===== src/hdl/ipq_ram.sv =====
`timescale 1ns / 1ps
// -----------------------------------------------------------------------------
// ipq_ram
// Simple dual-port RAM: one write port, one read port with registered data.
// -----------------------------------------------------------------------------
module ipq_ram #(
   parameter int WIDTH = 8,
   parameter int DEPTH = 16
) (
   input  logic                     clock,
   input  logic                     wr_en,
   input  logic [$clog2(DEPTH)-1:0] wr_addr,
   input  logic [WIDTH-1:0]         wr_data,
   input  logic                     rd_en,
   input  logic [$clog2(DEPTH)-1:0] rd_addr,
   output logic [WIDTH-1:0]         rd_data
);

   logic [WIDTH-1:0] mem [DEPTH];

   always_ff @(posedge clock) begin
      if (wr_en) begin
         mem[wr_addr] <= wr_data;
      end
      if (rd_en) begin
         rd_data <= mem[rd_addr];
      end
   end

endmodule


===== config.mk =====
export PLATFORM = sky130hd
export DESIGN_NAME = ipq_ram
export DESIGN_NICKNAME = d
export VERILOG_FILES = /design/src/hdl/ipq_ram.sv
export SDC_FILE = /design/constraint.sdc
export NUM_CORES = 1
export LEC_CHECK = 0
export ABC_AREA = 1
export ABC_CLOCK_PERIOD_IN_PS = 1400
export BUFFER_PORTS_ARGS = -buffer_cell sky130_fd_sc_hd__buf_2
export CAP_MARGIN = 20
export CORE_MARGIN = 1
export CORE_UTILIZATION = 50
export DETAILED_ROUTE_END_ITERATION = 7
export PLACE_DENSITY = 0.78
export SKIP_LAST_GASP = 1
export SLEW_MARGIN = 0
export SYNTH_ARGS = -nofsm -noshare
export SYNTH_HDL_FRONTEND = slang
export SYNTH_SLANG_ARGS = --single-unit

===== constraint.sdc =====
create_clock -name clock -period 1.4 [get_ports clock]
set_input_delay 0.14 -clock clock [delete_from_list [all_inputs] [get_ports clock]]
set_output_delay 0.14 -clock clock [all_outputs]
set_load 0.05 [all_outputs]

==> out/qor.yml, run 1 <==
cp-start-kind: "flip-flop"
max_freq_ghz: 0.812
grt_usage_pct: 24.0
synth-seq-cells: 136
yosysTopAreaCell: "edfxtp_1"
first_iter_violations: 404
synth.cell_area_sq_um: 5850
slowest_delay_ps: 390
ys.flop_type: "edfxtp_1"
drive_gt1_share_pct: 12.7
finalSetupViolations: 0
vias_per_cell: 5.31
diodes: 0
cts_resized: 0
final_nets: 613
cts_tree: "built"
setup_tns_ps: 0
hold_viol_final: 0
area_delta_synth_final_pct: 16.3
num_rows: 39
vias: 3975
syn_avg_cell_area_sq_um: 10.6
critical_path_buf_inv_count: 1
ys_seq_area_share_pct: 69.8
power_density_nw_per_um2: 1450
path_max_fanout: 1
cp_cell_sequence: "buf_2"
final.setup.worst_slack_ps: 168
cts_setup_buffers: 0
worst_ir_drop_vdd_mv: 0.797
worstPathArrival_ps: 1090
rsz0062_at_grt: "false"
grt_overflow: 0
htreeDepth: 4
clkSinkCount: 136
yosysMostFrequentCell: "nand2_1"
drc: 0
core_sq_um: 11400
die_w_um: 110
die_h_um: 110
fin_crit_ps: 1230
syn_nets: 570
regToRegStartpoint: "mem[0][7]"
pin_count: 27
final_util_pct: 59.5
worst_pin_slew_ps: 582
synthArstFlopShare_pct: 0
synth.distinct_cells: 11
fillers: 907
insertion_delay_ps: 420
fin_skew_ps: 15.5
fin_worst_hold_slack_ps: 92.1
drtPass1Iterations: 6
hold_path_class: "in2reg"
root_buffer: "clkbuf_16"
detail-route-antenna-nets: 0
relSlewSlack_pct: 61.1
clk_pin_slew_worst_paths_ps: 60
crit_family: "flip-flops"
pre_cts_slack_ps: -4.00
post-dp-hpwl_um: 8030
grt_pass1_vias: 3863
status: "completed"
antenna_found_initial: 0
start_util_pct: 51.2
syn_inst: 551
crit_slowest_cell: "edfxtp_1"
clockBufferDepth: 2
hold_path.startpoint: "rd_en"
fin_crit_sh_pct: 88.0
maxSlewViolCount: 0
timing_worst_setup_path_type: "reg2out"
worstSetupStartpoint: "rd_data[1]"
cts_buffers: 17
wl_um: 13100
ctsHoldBuffers: 0
finalPower_mw: 9.84
rrSetupSlack_ps: 200
synth_edf_count: 136
final_cells: 749
yosysWarnings: 0
grt_pass1_wl_um: 20300
place_inst: 718
synth_area_leaders: "edfxtp_1 70%, nand2_1 11%, nand3_1 8.3%"
dpl-instance-area_sq_um: 6190
wire_per_inst_um: 17.5
synth_top_area_share_pct: 69.8
portBuffers: 26
die_area_sq_um: 12100
drv_cap: 0
routabilityCongestion: 0.872
stdcell_area_sq_um: 6800
grt_max_degree: 65
cp-end-kind: "output pin"
required_ps: 1260
power_leakage_nw: 2.95
ys_top_cells_by_count: "173 x nand2_1, 136 x edfxtp_1, 100 x inv_1"
## registers in the layout, summed over array words and instances (netlist names)
register	cells
mem	128
rd_data	8
## worst paths after layout
path                endpoint  depth (start not counted)
setup / recovery  rd_data[1]                          1
hold / removal    rd_data[7]                          1
setup reg to reg  rd_data[7]                          6
hold reg to reg   rd_data[5]                          6
## layout make-up
cell class	instances	area (sq um)	share of cell area, %
Clock buffer	18	429	6.31
Clock inverter	13	178	2.61
Inverter	102	383	5.63
Multi-Input combinational cell	289	1210	17.9
Sequential cell	136	4080	60.1
Tap cell	143	179	2.63
Timing Repair Buffer	48	333	4.90
## report_power, final
| part | switching (mW) | internal (mW) |
|---|---|---|
| logic | 0.462 | 0.168 |
| registers | 0.0308 | 4.59 |
| clock network | 1.64 | 2.96 |
## cells by family after synthesis
logic type	Yosys count	share of synthesized area, %
buffers and inverters	126	9.39
DFF	136	69.8
and+or+nand+nor	289	20.8
## cells in the final DEF (no fill, tap or decap), types with 3 or more instances in the layout
cell / Yosys / routed
nand2_1: 173 / 173
edfxtp_1: 136 / 136
inv_1: 100 / 100
nand3_1: 97 / 97
buf_2: 13 / 26
buf_4: 4 / 19
nor2_1: 17 / 17
clkbuf_16: 0 / 17
bufinv_16: 0 / 4
clkinv_1: 0 / 3
buf_12: 0 / 3
## per-layer routing
layer | GRT usage (%) | share of wire, % | vias up
met3 | 5.35 | 7.6 | 37
met5 | 0 | 0 | -
met2 | 38.6 | 49 | 206
met1 | 30.9 | 40 | 1867
met4 | 11.7 | 3.5 | 0
li1 | - | - | 1865
Note: power is estimated with default switching activity, not from simulation.
==> run 2, diff against run 1 <==
--- a/config.mk
+++ b/config.mk
@@ -13,6 +13,7 @@
 export CORE_UTILIZATION = 50
 export DETAILED_ROUTE_END_ITERATION = 7
 export PLACE_DENSITY = 0.78
+export SETUP_SLACK_MARGIN = 0.5
 export SKIP_LAST_GASP = 1
 export SLEW_MARGIN = 0
 export SYNTH_ARGS = -nofsm -noshare
==> out/qor.yml, run 2 (same netlist as run 1, synthesis figures left out) <==
status: "completed"
routabilityCongestion: 0.843  # -3.4%
hold_viol_final: 0  # unchanged
grt_usage_pct: 24.2  # +0.20 points
whs_path_depth: 1  # unchanged
die_h_um: 110  # unchanged
relSlewSlack_pct: 68.6  # +7.5 points
regMostFlops: "mem"
grt_pass1_wl_um: 20600  # +1.5%
final_nets: 604  # -1.5%
final_common_cell: "nand2_1"
regToRegStartpoint: "mem[3][5]"
clock_power_share_pct: 47.9  # +1.2 points
slowest_delay_ps: 420  # +30 ps
area_delta_synth_final_pct: 22.1
rrSetupSlack_ps: 250  # +50 ps
drc: 0  # unchanged
clk_pin_slew_worst_paths_ps: 60  # about the same
first_iter_violations: 402  # -0.50%
cts_tree: "built"
critical_path_buf_inv_count: 1  # unchanged
die_area_sq_um: 12100  # unchanged
post-dp-hpwl_um: 7700  # -4.1%
pwr-share-comb_pct: 7.1  # +0.7 points
cts_buffers: 17  # unchanged
pre_cts_slack_ps: 56.6  # +60.6 ps
wire_per_inst_um: 18.0  # +3.0%
die_w_um: 110  # unchanged
worstPathArrival_ps: 1020  # -70 ps
cp-end-kind: "output pin"
path_depth: 1  # unchanged
portBuffers: 26  # unchanged
swShare_pct: 20.9  # -0.68 points
power_leakage_nw: 3.03  # +2.6%
worst_pin_slew_ps: 471  # -111 ps
place_inst: 709  # -1.3%
p_seq_share_pct: 45.0  # -1.9 points
cp-start-kind: "flip-flop"
wl_um: 13400  # +1.9%
clockBufferDepth: 2  # unchanged
cp_cell_sequence: "buf_6"
num_rows: 39  # unchanged
crit_end: "rd_data[7]"
start_util_pct: 51.2  # unchanged
drtPass1Iterations: 5  # -1
grt_overflow: 0  # unchanged
required_ps: 1260  # about the same
reg2reg_to: "rd_data[5]"
hold_path_class: "in2reg"
p_sw_mw: 2.15  # +1.1%
fin_crit_sh_pct: 82.6  # -5.4 points
maxSlewViolCount: 0  # unchanged
insertion_delay_ps: 410  # about the same
worstSetupStartpoint: "rd_data[7]"
pin_count: 27  # unchanged
max_freq_ghz: 0.865  # +6.5%
detail-route-antenna-nets: 0  # unchanged
final.setup.worst_slack_ps: 243  # +75.1 ps
grt_pass1_vias: 3786  # -2.0%
clkSinkCount: 136  # unchanged
final_cells: 741  # -1.1%
crit_slowest_cell: "edfxtp_1"
vias: 4024  # +1.2%
worst_ir_drop_vdd_mv: 0.804  # +0.78%
core_sq_um: 11400  # unchanged
root_buffer: "clkbuf_16"
largest_reg_flops: 128  # unchanged
timing_worst_setup_path_type: "reg2out"
path_max_fanout: 1  # unchanged
grt_max_degree: 45  # -31%
setup_tns_ps: 0  # unchanged
cts_setup_buffers: 0  # unchanged
vias_per_cell: 5.43  # +2.3%
fin_crit_ps: 1160  # -75.1 ps
finalSetupViolations: 0  # unchanged
fin_skew_ps: 5.41  # -10.0 ps
worst-r2r-cell-count: 6  # unchanged
p_int_mw: 8.12  # +5.3%
layout_common_cells: "156 x nand2_1, 136 x edfxtp_1, 99 x inv_1"
power_density_nw_per_um2: 1440  # -0.59%
crit_family: "flip-flops"
rsz0062_at_grt: "true"
diodes: 0  # unchanged
reg_top3: "mem: 128 flops, rd_data: 8 flops"
drv_cap: 0  # unchanged
antenna_found_initial: 0  # unchanged
drive_gt1_share_pct: 22.9  # +10 points
htreeDepth: 4  # unchanged
run 2: cell types whose count changed in the layout (fill, tap and decap cells not counted), moves of 3 or more:
cell,delta
clkinv_2,+3
nand3_2,+31
nand2_1,-17
nand2_2,+16
nor2_4,+8
nor2_1,-17
nand3_1,-31
buf_2,-8
buf_6,+8
nor2_2,+9
buf_4,-10
inv_4,+3
run 2: worst min path at each step:
stage,startpoint,end,slack (ps)
after floorplan,wr_data[0],mem[0][0],240
after global placement,rd_en,rd_data[4],520
after detailed placement,rd_en,rd_data[4],520
after CTS,rd_en,rd_data[5],90
after global routing,rd_en,rd_data[7],100
final,rd_en,rd_data[7],100
run 2: layout make-up:
| type | instances | area (sq um) |
|---|---|---|
| Clock inverter | 14 | 229 |
| Fill cell | 816 | 4280 |
| Clock buffer | 18 | 429 |
| Sequential cell | 136 | 4080 |
| Timing Repair Buffer | 39 | 328 |
| Tap cell | 143 | 179 |
| Multi-Input combinational cell | 289 | 1500 |
| Inverter | 102 | 390 |
run 2: through the flow:
stage	instance area (sq um)	total power [mW]	hold slack [ps]	util, %
2_1_floorplan	6060	5.14	239	-
3_3_place_gp	6260	5.32	517	54.9
3_5_place_dp	6260	5.34	524	54.9
4_1_cts	7120	10.3	89.4	62.4
5_1_grt	7140	10.5	96.9	62.5
6_report	7140	10.3	99.0	62.5
run 2: layer usage:
metal	wire, um	GRT usage (%)	part of all wire [%]	up-vias
li1	-	-	-	1854
met1	5280	32.6	39	1873
met2	6520	38.3	49	262
met3	1310	5.35	9.8	35
met4	267	9.59	2.0	0
met5	0	0	0	-
run 2: power groups by stage:
stage | sequential [mW] | clock, mW | combinational [mW]
6_report | 4.62 | 4.92 | 0.735
5_1_grt | 4.63 | 5.13 | 0.788
4_1_cts | 4.62 | 4.96 | 0.716
3_5_place_dp | 4.70 | 0 | 0.643
3_3_place_gp | 4.70 | 0 | 0.626
2_1_floorplan | 4.76 | 0 | 0.377
run 2: repair_timing:
item,in CTS,in global routing
resized for setup,47,5
pin swaps,31,9
setup endpoints to repair,16,16
hold buffers,0,0
